==> src/hdl/cau_pkg.sv <==
// Shared types, codes and helpers for the complex arithmetic unit.
`timescale 1ns / 1ps
`default_nettype none
package cau_pkg;

   // Quotient bits produced by the divider, one per stage
   localparam int QW = 32;

   typedef enum logic [1:0] {
      OP_ADD = 2'd0,
      OP_SUB = 2'd1,
      OP_MUL = 2'd2,
      OP_DIV = 2'd3
   } op_type;

   typedef enum logic [1:0] {
      ST_OK  = 2'd0,
      ST_OVF = 2'd1,
      ST_DZ  = 2'd2
   } status_type;

   // Registered products of the multiplier stage
   typedef struct packed {
      logic signed [63:0] p_rr;   // a_re * b_re
      logic signed [63:0] p_ii;   // a_im * b_im
      logic signed [63:0] p_ri;   // a_re * b_im
      logic signed [63:0] p_ir;   // a_im * b_re
      logic signed [63:0] p_bb;   // b_re * b_re
      logic signed [63:0] p_cc;   // b_im * b_im
   } prod_type;

   // One quotient lane of the restoring divider
   typedef struct packed {
      logic          neg;   // numerator sign
      logic          qovf;  // quotient at least 2^QW
      logic [64:0]   rem;   // partial remainder, below den
      logic [QW-1:0] dlo;   // dividend bits not yet shifted in
      logic [QW-1:0] q;     // quotient bits so far
   } lane_type;

   // Payload traveling down the divider stages
   typedef struct packed {
      op_type             op;
      logic               dz;       // zero divisor
      logic signed [64:0] dir_re;   // add/sub/mul result, before saturation
      logic signed [64:0] dir_im;
      logic [63:0]        den;
      lane_type           re;
      lane_type           im;
   } div_type;

   localparam logic signed [64:0] SAT_HI = 65'sd2147483647;
   localparam logic signed [64:0] SAT_LO = -65'sd2147483648;

   // Clamp to 32-bit signed; bit 32 flags saturation
   function automatic logic [32:0] sat32(input logic signed [64:0] x);
      logic [32:0] r;
      if (x > SAT_HI) begin
         r = {1'b1, 32'h7FFF_FFFF};
      end else if (x < SAT_LO) begin
         r = {1'b1, 32'h8000_0000};
      end else begin
         r = {1'b0, x[31:0]};
      end
      return r;
   endfunction

endpackage
`default_nettype wire

==> src/hdl/cau_div_step.sv <==
// One restoring-division step for both quotient lanes, registered.
`timescale 1ns / 1ps
`default_nettype none
module cau_div_step
   import cau_pkg::*;
(
   input  wire logic    clock,
   input  wire logic    load,
   input  wire div_type din,
   output div_type      dout
);

   div_type dout_ff;
   div_type dout_in;

   function automatic lane_type step(input lane_type l, input logic [63:0] den);
      lane_type   r;
      logic [64:0] r2;
      logic        ge;
      r2 = {l.rem[63:0], l.dlo[QW-1]};
      ge = (r2 >= {1'b0, den});
      r  = l;
      r.rem = ge ? (r2 - {1'b0, den}) : r2;
      r.q   = {l.q[QW-2:0], ge};
      r.dlo = {l.dlo[QW-2:0], 1'b0};
      return r;
   endfunction

   // shift in one dividend bit, trial-subtract the divisor
   always_comb begin
      dout_in    = din;
      dout_in.re = step(din.re, din.den);
      dout_in.im = step(din.im, din.den);
   end

   always_ff @(posedge clock) begin
      if (load) begin
         dout_ff <= dout_in;
      end
   end

   assign dout = dout_ff;

endmodule
`default_nettype wire

==> config.mk <==
export PLATFORM = sky130hd
export DESIGN_NAME = cau_div_step
export DESIGN_NICKNAME = d
export VERILOG_FILES = /design/src/hdl/cau_pkg.sv /design/src/hdl/cau_div_step.sv
export SDC_FILE = /design/constraint.sdc
export NUM_CORES = 1
export LEC_CHECK = 0
export BUFFER_PORTS_ARGS = -buffer_cell sky130_fd_sc_hd__buf_2
export CAP_MARGIN = 20
export CORE_AREA = 2 2 361 363
export DETAILED_ROUTE_END_ITERATION = 8
export DIE_AREA = 0 0 363 365
export GPL_TIMING_DRIVEN = 0
export PLACE_DENSITY = 0.48
export SKIP_LAST_GASP = 1
export SLEW_MARGIN = 20
export SYNTH_ARGS = -nofsm -noshare
export SYNTH_HDL_FRONTEND = slang
export SYNTH_SLANG_ARGS = --single-unit
==> constraint.sdc <==
create_clock -name clock -period 6.45 [get_ports clock]
set_input_delay 0.645 -clock clock [delete_from_list [all_inputs] [get_ports clock]]
set_output_delay 0.645 -clock clock [all_outputs]
set_load 0.1 [all_outputs]
Yosys cells after proc, flatten, opt, wreduce, memory -nomap -nowiden
Index checks and enable logic that the tools add are counted.
{"block": "op_classes", "muxes": 2, "addsub": 2, "order_cmp": 2}
{"operator": "65-bit by 64-bit greater-or-equal comparator with 1-bit output", "count": 2}
{"operator": "65-bit 2-to-1 mux", "count": 2}
{"operator": "65-bit by 64-bit subtractor with 65-bit output", "count": 2}
{"block": "totals", "elab_cells": 21, "out_inout_bits": 459, "reg_bits": 457, "in_bits": 461}

Logic depth before layout (Yosys ltp)
Gate-level depths: netlist (run 1).
{"block": "depth", "word_depth": 2, "depth_mapped": 15, "depth_no_buf": 13}

Worst setup path after synthesis (run 1)
Ideal clock, no wire load.
{"block": "synth_path", "path_type": "input-to-reg", "startpoint": "in din[282] (netlist bit)", "endpoint": "reg dout_ff, in the netlist dout[100] (data pin)", "arrival_ps": 3548, "required_time_ps": 6190, "setup_slack_ps": 2641, "path_stages": 15, "cell_sequence": "inv_1 ha_1 clkbuf_1 nand2_1 nor4_1 o21a_1 o21ai_2 a2111o_1 a2111oi_4 nor2_2 o21a_4 o21ai_4 buf_12 buf_12 mux2_4"}
{"element": "start: declaration", "line_no": "cau_div_step.sv:9", "source": "input wire div_type din,"}
{"element": "end signal: assignment", "line_no": "cau_div_step.sv:38", "source": "dout_ff <= dout_in;"}
{"element": "end: declaration", "line_no": "cau_div_step.sv:13", "source": "div_type dout_ff;"}

==> results of run 1 <==
-- cells in the mapped netlist (all sizes together), types with 19 or more instances --
master / instances
inv: 115
nor2: 142
nand3: 31
clkbuf: 44
nand2: 126
nand4: 39
a21o: 50
o21a: 23
a31oi: 20
o21ai: 110
a21oi: 211
edfxtp: 457
nor3: 33
o21bai: 23
ha: 128
xor2: 45
mux2: 61
xnor2: 72
buf: 19
-- layout make-up --
cell class / count / area share, %
diodes: 12 / 0.0932
plain buffers: 63 / 1.11
clock buffers: 66 / 4.66
clock inverters: 43 / 1.49
inverters: 115 / 1.34
multi-input cells: 1290 / 27.6
flip-flops and latches: 457 / 42.6
well taps: 1675 / 6.50
repair buffers: 918 / 14.6
-- worst max-delay path by stage --
stage	startpoint	end	cells after the start
2_1_floorplan	din[282]	dout[100]$_DFFE_PP_	15
3_5_place_dp	din[305]	dout[238]$_DFFE_PP_	15
3_3_place_gp	load	dout[24]$_DFFE_PP_	1
4_1_cts	din[305]	dout[199]$_DFFE_PP_	14
6_report	din[297]	dout[238]$_DFFE_PP_	15
5_1_grt	din[305]	dout[238]$_DFFE_PP_	15
-- power by group --
group | total (mW) | internal, mW | switching [mW]
logic | 4.09 | 0.777 | 3.32
clock network | 3.43 | 2.00 | 1.43
registers | 3.72 | 3.64 | 0.0774
-- kinds of logic after synthesis --
logic type | Yosys count | share of synthesized area, %
XOR/XNOR | 117 | 4.38
AO/OA/AOI/OAI | 525 | 13.8
AND/OR/NAND/NOR | 450 | 8.94
other | 1 | 0.0160
multiplexers | 66 | 3.79
buffers and inverters | 178 | 3.38
flip-flops | 457 | 58.7
adder cells (fa/ha/maj) | 130 | 7.02
-- per-layer routing --
layer / share of wire, % / GRT usage (%) / up-vias / wire, µm
met3: 8.9 / 6.22 / 164 / 11300
met2: 50 / 32.0 / 786 / 63300
li1: - / - / 9211 / -
met5: 0.23 / 0 / - / 291
met4: 3.6 / 6.17 / 44 / 4580
met1: 37 / 20.0 / 9515 / 46700
-- per-stage QoR --
stage,setup TNS [ns],worst slack (ns),hold slack [ns]
final,0,0.819,0.136
after global routing,0,0.672,0.0975
after CTS,0,0.944,0.0778
after detailed placement,0,0.239,0.823
after global placement,-1421.23,-3.22,0.821
after floorplan,0,2.64,0.744
==> results.sh, run 1 <==
export IMPL_dp_cells=4518
export IMPL_cts_root_buf="clkbuf_16"
export IMPL_num_io_pins=920
export IMPL_crit_fanout=10
export IMPL_die_w_um=363
export IMPL_p_per_area_nw_per_um2=349
export IMPL_cts_tree="built"
export IMPL_whs_endpoint="dout[51]$_DFFE_PP_"
export IMPL_synth_edf_count=457
export IMPL_rsz0062_at_grt="false"
export IMPL_final_cells=4639
export IMPL_leakagePower_nw=13.7
export IMPL_multiInputGateArea_um2=8890
export IMPL_fin_nets=3495
export IMPL_die_height_um=365
export IMPL_fin_area_um2=32200
export IMPL_std_cell_rows=132
export IMPL_synth_warnings=0
export IMPL_largest_reg_flops=457
export IMPL_grt_max_degree=97
export IMPL_status="finished clean"
export IMPL_final_cell_mix="buf_2, edfxtp_1, a21oi_1"
export IMPL_seqCellArea_um2=13700
export IMPL_finalHoldViolations=0
export IMPL_fmax_ghz=0.178
export IMPL_cts_sinks=457
export IMPL_ys_async_sr_fraction_pct=0
export IMPL_grt_first_pass_wirelength_mm=162
export IMPL_holdPathStages=1
export IMPL_netlist_area_um2=23400
export IMPL_numCtsBuffers=59
export IMPL_post_route_period_util_pct=87.3
export IMPL_path_cells="buf_2, inv_1, ha_1, clkbuf_1, nand4_1, nor4_1, o311ai_0, a31oi_1, nor3_1, a21oi_1, a221o_1, clkbuf_1, buf_2, buf_2, a21oi_1"
export IMPL_worstMarginPinSlew_ns=1.16
export IMPL_gr_total_overflow=0
export IMPL_worst_setup_path_end_kind="register"
export IMPL_cpMaxStageDelayCell="clkbuf_1"
export IMPL_wirelength_mm=126
export IMPL_drt_iter0_drc=1327
export IMPL_maxCapViolCount=0
export IMPL_timing_slew_headroom_pct=22.6
export IMPL_cp_start_kind="input pin"
export IMPL_dpl_cell_area_um2=30200
export IMPL_netlist_instances=1924
export IMPL_postCtsHoldBufs=0
export IMPL_netlist_area_leader_share_pct=58.7
export IMPL_min_delay_path_class="input pin to register"
export IMPL_yosysSeqAreaShare_pct=58.7
export IMPL_setup_viol=0
export IMPL_fillers=13870
export IMPL_synth_cell_types=73
export IMPL_worstPathRequired_ns=6.79
export IMPL_dieArea_um2=132000
export IMPL_synth_top_cell_by_area="edfxtp_1"
export IMPL_final_common_cell="buf_2"
export IMPL_crit_arrival_ns=5.97
export IMPL_drc_errors=0
export IMPL_min_period_ns=5.63
export IMPL_post_cts_buffers=0
export IMPL_finalPower_mw=11.2
export IMPL_clockBufferDepth=3
export IMPL_critPathMaxStageDelay_ns=0.63
export IMPL_crit_family="buffers and inverters"
export IMPL_gp_congestion=0.852
export IMPL_via_per_inst=4.25
export IMPL_vias=19720
export IMPL_max_vdd_ir_drop_mv=0.208
export IMPL_portBuffers=913
export IMPL_synth_seq_cells=457
export IMPL_cp_common_cell="buf_2"
export IMPL_area_growth_pct=37.8
export IMPL_grt_pass1_vias=18944
export IMPL_drt_pass1_iter_count=5
export IMPL_routedWlPerCell_um=27.2
export IMPL_synth_area_leaders="edfxtp_1, ha_1, a21oi_1"
export IMPL_htreeDepth=2
export IMPL_drtAntennaViolNets=0
export IMPL_drv_slew=0
export IMPL_critPathKind="input pin to register"
export IMPL_postSynthAreaPerCell_um2=12.1
export IMPL_final_util_pct=25.0
export IMPL_clk_pin_slew_ns=0.06
export IMPL_core_area_um2=129000
export IMPL_drive_gt1_share_pct=37.3
export IMPL_synthFlopType="edfxtp_1"
export IMPL_crit_buf_inv=6
export IMPL_ctsResizeCount=0
export IMPL_initial_utilization_pct=18.2
export IMPL_hpwl_mm=107
export IMPL_worstHoldStart="din[50]"
export IMPL_grt_usage_pct=18.0
export IMPL_antenna_found_initial=81
(Power assumes the default switching activity.)
==> run 2: changes to the inputs <==
CAP_MARGIN = not set   (was 20)
HOLD_SLACK_MARGIN = 0.02   (was not set)
REMOVE_ABC_BUFFERS = 1   (was not set)
==> run 2 against run 1 <==
Hold slack better by 0.015 ns. Non-clock buffer count down 57. Utilization down 0.26 points. Final cell count down 1.2%. Worst setup slack better by 0.36 ns. Combinational power about the same. Largest cell class unchanged. Wire length up 0.12%. Total power down 1.9%. First-iteration DRC count up 9.3%. Sequential power about the same. Maximum frequency up 6.9%.
==> results.sh, run 2 (synthesized netlist as in run 1, its figures left out) <==
export IMPL_via_per_inst=4.26
export IMPL_drc_errors=0
export IMPL_holdPathStages=1
export IMPL_max_vdd_ir_drop_mv=0.200
export IMPL_portBuffers=913
export IMPL_clk_pin_slew_ns=0.06
export IMPL_worstPathRequired_ns=6.87
export IMPL_clockBufferDepth=3
export IMPL_die_height_um=365
export IMPL_grt_max_degree=95
export IMPL_grt_pass1_vias=19002
export IMPL_crit_start="din[305]"
export IMPL_numCtsBuffers=61
export IMPL_final_cell_mix="buf_2, edfxtp_1, a21oi_1"
export IMPL_gp_congestion=0.841
export IMPL_routedWlPerCell_um=27.6
export IMPL_area_growth_pct=36.4
export IMPL_fmax_ghz=0.190
export IMPL_fillers=13792
export IMPL_status="finished clean"
export IMPL_final_common_cell="buf_2"
export IMPL_drt_iter0_drc=1451
export IMPL_dieArea_um2=132000
export IMPL_ctsResizeCount=0
export IMPL_cp_endpoint="dout[198]$_DFFE_PP_"
export IMPL_grt_usage_pct=18.1
export IMPL_maxCapViolCount=0
export IMPL_path_cells="buf_2, inv_1, ha_1, nand4_1, nor4_1, o311ai_0, a31oi_1, nor3_1, a21oi_1, a221o_4, buf_12, inv_2, o31ai_1"
export IMPL_worstMarginPinSlew_ns=1.09
export IMPL_post_cts_buffers=0
export IMPL_htreeDepth=2
export IMPL_std_cell_rows=132
export IMPL_cts_sinks=457
export IMPL_critPathKind="input pin to register"
export IMPL_holdWs_ns=0.151
export IMPL_num_io_pins=920
export IMPL_initial_utilization_pct=18.2
export IMPL_leakagePower_nw=13.5
export IMPL_rsz0062_at_grt="false"
export IMPL_grt_first_pass_wirelength_mm=163
export IMPL_largest_reg_flops=457
export IMPL_postCtsHoldBufs=0
export IMPL_drtAntennaViolNets=0
export IMPL_cts_root_buf="clkbuf_16"
export IMPL_crit_fanout=38
export IMPL_core_area_um2=129000
export IMPL_cpMaxStageDelayCell="nor4_1"
export IMPL_vias=19511
export IMPL_final_util_pct=24.8
export IMPL_timing_slew_headroom_pct=26.4
export IMPL_min_delay_path_class="input pin to register"
export IMPL_antenna_found_initial=75
export IMPL_drive_gt1_share_pct=37.5
export IMPL_min_period_ns=5.27
export IMPL_worst_setup_path_end_kind="register"
export IMPL_gr_total_overflow=0
export IMPL_hpwl_mm=107
export IMPL_crit_arrival_ns=5.69
export IMPL_cts_tree="built"
export IMPL_worstHoldStart="din[426]"
export IMPL_die_w_um=363
export IMPL_post_route_period_util_pct=81.7
export IMPL_drv_slew=0
export IMPL_setup_viol=0
export IMPL_wirelength_mm=126
export IMPL_drt_pass1_iter_count=5
export IMPL_p_per_area_nw_per_um2=346
export IMPL_cp_start_kind="input pin"
export IMPL_finalHoldViolations=0
export IMPL_critPathMaxStageDelay_ns=0.70
export IMPL_fin_nets=3440
[run 2: cell count changes in the layout (fill, tap and decap cells not counted), moves of 3 or more]
cell       delta
clkbuf_1     -41
buf_2         -9
bufinv_16     -7
buf_12        -4
buf_16        +4
clkinv_2      -4
clkinv_4      +4
buf_4         -3
clkinv_1      +3
[run 2: cell type report]
| type | instances | area [µm²] | area share, % |
|---|---|---|---|
| clock inverter | 40 | 282 | 0.883 |
| multi-input combinational | 1290 | 8900 | 27.9 |
| sequential | 457 | 13700 | 43.0 |
| tap | 1675 | 2100 | 6.57 |
| antenna | 12 | 30.0 | 0.0942 |
| clock buffer | 70 | 1560 | 4.89 |
| timing repair buffer | 924 | 4870 | 15.3 |
| inverter | 115 | 432 | 1.35 |
[run 2: per-stage QoR]
| step | cells | worst slack (ns) | total power, mW | area (µm²) | TNS [ns] |
|---|---|---|---|---|---|
| 6_report | 4583 | 1.18 | 11.0 | 31900 | 0 |
| 5_1_grt | 4574 | 0.892 | 11.4 | 31900 | 0 |
| 4_1_cts | 4571 | 1.15 | 11.2 | 31900 | 0 |
| 3_5_place_dp | 4461 | 0.422 | 7.91 | 30000 | 0 |
| 3_3_place_gp | 4450 | -4.16 | 7.94 | 29700 | -1570.67 |
| 2_1_floorplan | 1862 | 0.710 | 6.84 | 23000 | 0 |
[run 2: critical path, delay by kind of cell]
kind                     cells  cell delay, ns
AND/OR/NAND/NOR              3            1.01
buffers and inverters        4            0.81
adder cells (fa/ha/maj)      1            0.53
AO/OA/AOI/OAI                5            2.62
[run 2: power by group]
group | total (mW) | switching (mW) | internal [mW]
registers | 3.73 | 0.0840 | 3.64
logic | 4.08 | 3.30 | 0.779
clock network | 3.22 | 1.45 | 1.78
total | 11.0 | 4.83 | 6.20
[run 2: routing by layer]
| metal | up-vias | wire length, µm | track usage [%] |
|---|---|---|---|
| met5 | - | 282 | 0 |
| met2 | 793 | 66300 | 34.2 |
| met4 | 42 | 3360 | 4.10 |
| li1 | 9111 | - | - |
| met1 | 9399 | 45900 | 19.5 |
| met3 | 166 | 10500 | 5.76 |
[run 2: worst min path at each step]
stage	end	slack, ns
after floorplan	dout[10]$_DFFE_PP_	0.74
after global placement	dout[358]$_DFFE_PP_	0.82
after detailed placement	dout[3]$_DFFE_PP_	0.82
after CTS	dout[143]$_DFFE_PP_	0.08
after global routing	dout[426]$_DFFE_PP_	0.11
final	dout[426]$_DFFE_PP_	0.15
==> run 3: changes to the inputs <==
ABC_AREA = 1   (was not set)
CORE_AREA = 2 2 353 355   (was 2 2 361 363)
DIE_AREA = 0 0 355 357   (was 0 0 363 365)
PLACE_DENSITY = 0.55   (was 0.48)
clock period = 4.2 ns   (was 6.45 ns; I/O delays follow)
==> run 3 against run 2 <==
Critical path depth is 3 higher. First-iteration DRC count is 35% higher. Combinational power is 67% higher. Non-clock buffer count is 335 higher. Sequential share of layout area is 9.0 points lower. Via count is 48% higher. Sequential power is 53% higher. Global-route usage is 6.1 points higher. Die area is 4.3% lower. Highest routed layer unchanged.
==> results.sh, run 3 <==
export IMPL_htreeDepth=2
export IMPL_clockBufferDepth=3
export IMPL_netlist_area_um2=28300
export IMPL_synth_top_cell_by_area="edfxtp_1"
export IMPL_drt_pass1_iter_count=5
export IMPL_via_per_inst=4.35
export IMPL_numCtsBuffers=57
export IMPL_yosysSeqAreaShare_pct=48.5
export IMPL_timing_slew_headroom_pct=48.6
export IMPL_yosys_area_share_adder_pct=5.81
export IMPL_wirelength_mm=160
export IMPL_holdWs_ns=0.104
export IMPL_std_cell_rows=129
export IMPL_die_height_um=357
export IMPL_setup_viol=0
export IMPL_drv_slew=0
export IMPL_rsz0062_at_grt="false"
export IMPL_netlist_area_leader_share_pct=48.5
export IMPL_antenna_found_initial=54
export IMPL_ys_top_cells_by_count="nand2_1, inv_1, edfxtp_1"
export IMPL_worstMarginPinSlew_ns=0.776
export IMPL_worstPathRequired_ns=4.67
export IMPL_min_period_ns=3.97
export IMPL_cts_root_buf="clkbuf_16"
export IMPL_status="finished clean"
export IMPL_vias=28931
export IMPL_dp_slack_ns=-0.484
export IMPL_cp_start_kind="input pin"
export IMPL_synthFlopType="edfxtp_1"
export IMPL_synth_seq_cells=457
export IMPL_gp_congestion=0.925
export IMPL_critPathKind="input pin to register"
export IMPL_yosysMostFrequentCell="nand2_1"
export IMPL_drt_iter0_drc=1952
export IMPL_cts_sinks=457
export IMPL_cts_tree="built"
export IMPL_synth_cell_types=31
export IMPL_leakagePower_nw=21.0
export IMPL_crit_arrival_ns=4.44
export IMPL_grt_first_pass_wirelength_mm=214
export IMPL_yosys_area_share_simple_pct=30.1
export IMPL_final_common_cell="nand2_1"
export IMPL_synth_warnings=0
export IMPL_initial_utilization_pct=23.0
export IMPL_max_vdd_ir_drop_mv=0.368
export IMPL_min_delay_path_class="input pin to register"
export IMPL_drtAntennaViolNets=0
export IMPL_worst_setup_path_end_kind="register"
export IMPL_die_w_um=355
export IMPL_synth_compound_area_share_pct=2.04
export IMPL_largest_reg_flops=457
export IMPL_seqCellArea_um2=13700
export IMPL_crit_fanout=39
export IMPL_grt_max_degree=98
export IMPL_grt_usage_pct=24.2
export IMPL_synth_top_family_by_area="simple AND/OR/NAND/NOR gates"
export IMPL_synthMuxAreaShare_pct=0
export IMPL_postSynthAreaPerCell_um2=7.67
export IMPL_num_io_pins=920
export IMPL_drc_errors=0
export IMPL_netlist_instances=3685
export IMPL_maxCapViolCount=0
export IMPL_clk_pin_slew_ns=0.06
export IMPL_routedWlPerCell_um=24.1
export IMPL_timing_final_ws_setup_ns=0.226
export IMPL_fin_nets=5535
export IMPL_drive_gt1_share_pct=21.1
export IMPL_area_growth_pct=42.6
export IMPL_final_util_pct=32.8
export IMPL_synth_edf_count=457
export IMPL_finalHoldViolations=0
export IMPL_multiInputGateArea_um2=11400
export IMPL_portBuffers=913
export IMPL_final_cell_mix="nand2_1, buf_2, inv_1"
export IMPL_synth_xor_area_share_pct=1.92
export IMPL_fmax_ghz=0.252
export IMPL_hpwl_mm=136
export IMPL_p_per_area_nw_per_um2=445
export IMPL_core_area_um2=123000
export IMPL_ys_async_sr_fraction_pct=0
export IMPL_grt_pass1_vias=28385
export IMPL_fillers=13329
export IMPL_post_route_period_util_pct=94.6
export IMPL_synth_area_leaders="edfxtp_1, nand2_1, inv_1"
export IMPL_dieArea_um2=127000
export IMPL_gr_total_overflow=0
## run 3: cell count changes after synthesis, sizes merged, moves of 70 or more
cell,delta
nand2,+1426
nor2,+72
nand3,+87
xnor2,-70
nand4,+103
o21ai,-98
inv,+656
a21oi,-115
## run 3: through the flow
stage | std cells | power [mW] | setup TNS, ns | cell area, µm²
6_report | 6646 | 18.0 | 0 | 40300
5_1_grt | 6633 | 18.6 | 0 | 40300
4_1_cts | 6623 | 18.2 | 0 | 40200
3_5_place_dp | 6194 | 12.4 | -23.61 | 35000
3_3_place_gp | 6176 | 12.4 | -2928.92 | 34500
2_1_floorplan | 3626 | 10.5 | -154.65 | 27900
## run 3: worst paths after layout
kind	start	end	slack, ns	cells past startpoint
max	din[288]	dout[239]$_DFFE_PP_	0.23	16
min	din[66]	dout[67]$_DFFE_PP_	0.10	3
## run 3: logic make-up after synthesis
logic type | after synthesis
AND/OR/NAND/NOR | 2090
flip-flops | 457
XOR/XNOR | 62
AO/OA/AOI/OAI | 113
buffers and inverters | 832
other | 1
adder cells (fa/ha/maj) | 130
## run 3: cell type report
class	count	share of cell area, %
clock inverters	43	1.38
repair buffers	1259	20.4
clock buffers	65	3.66
well taps	1637	5.08
inverters	772	7.18
multi-input cells	2397	28.1
diodes	16	0.0993
flip-flops and latches	457	34.0
## run 3: where the power goes
part	total, mW	internal (mW)	switching, mW
clock	5.41	3.18	2.23
combinational	6.83	1.31	5.52
sequential	5.72	5.57	0.153
## run 3: routing by layer
| layer | wire length, µm | part of all wire, % | vias to the layer above | track usage, % |
|---|---|---|---|---|
| met5 | 126 | 0.079 | - | 0 |
| met4 | 7290 | 4.6 | 20 | 9.49 |
| met3 | 9400 | 5.9 | 242 | 4.42 |
| met2 | 82700 | 52 | 996 | 45.6 |
| met1 | 60400 | 38 | 13578 | 26.7 |
| li1 | - | - | 14095 | - |
## run 3: timing repair
| item | 4_1_cts | 5_1_grt |
|---|---|---|
| setup buffers | 0 | 5 |
| hold buffers | 321 | 2 |
| hold endpoints to repair | 321 | 2 |
| setup endpoints to repair | 0 | 55 |
| resized for setup | 0 | 1 |
## run 3: critical path, cell delays in order
cell and delay (ns):
dlygate4sd3_1 0.65, buf_2 0.17, inv_1 0.15, ha_1 0.40, nand2_1 0.11, nor2_1 0.21, inv_1 0.08, nor2_1 0.15
inv_1 0.10, nor2_1 0.26, nand3_4 0.38, buf_12 0.34, nand3_4 0.37, buf_12 0.28, nand2_1 0.11, nand2_1 0.20
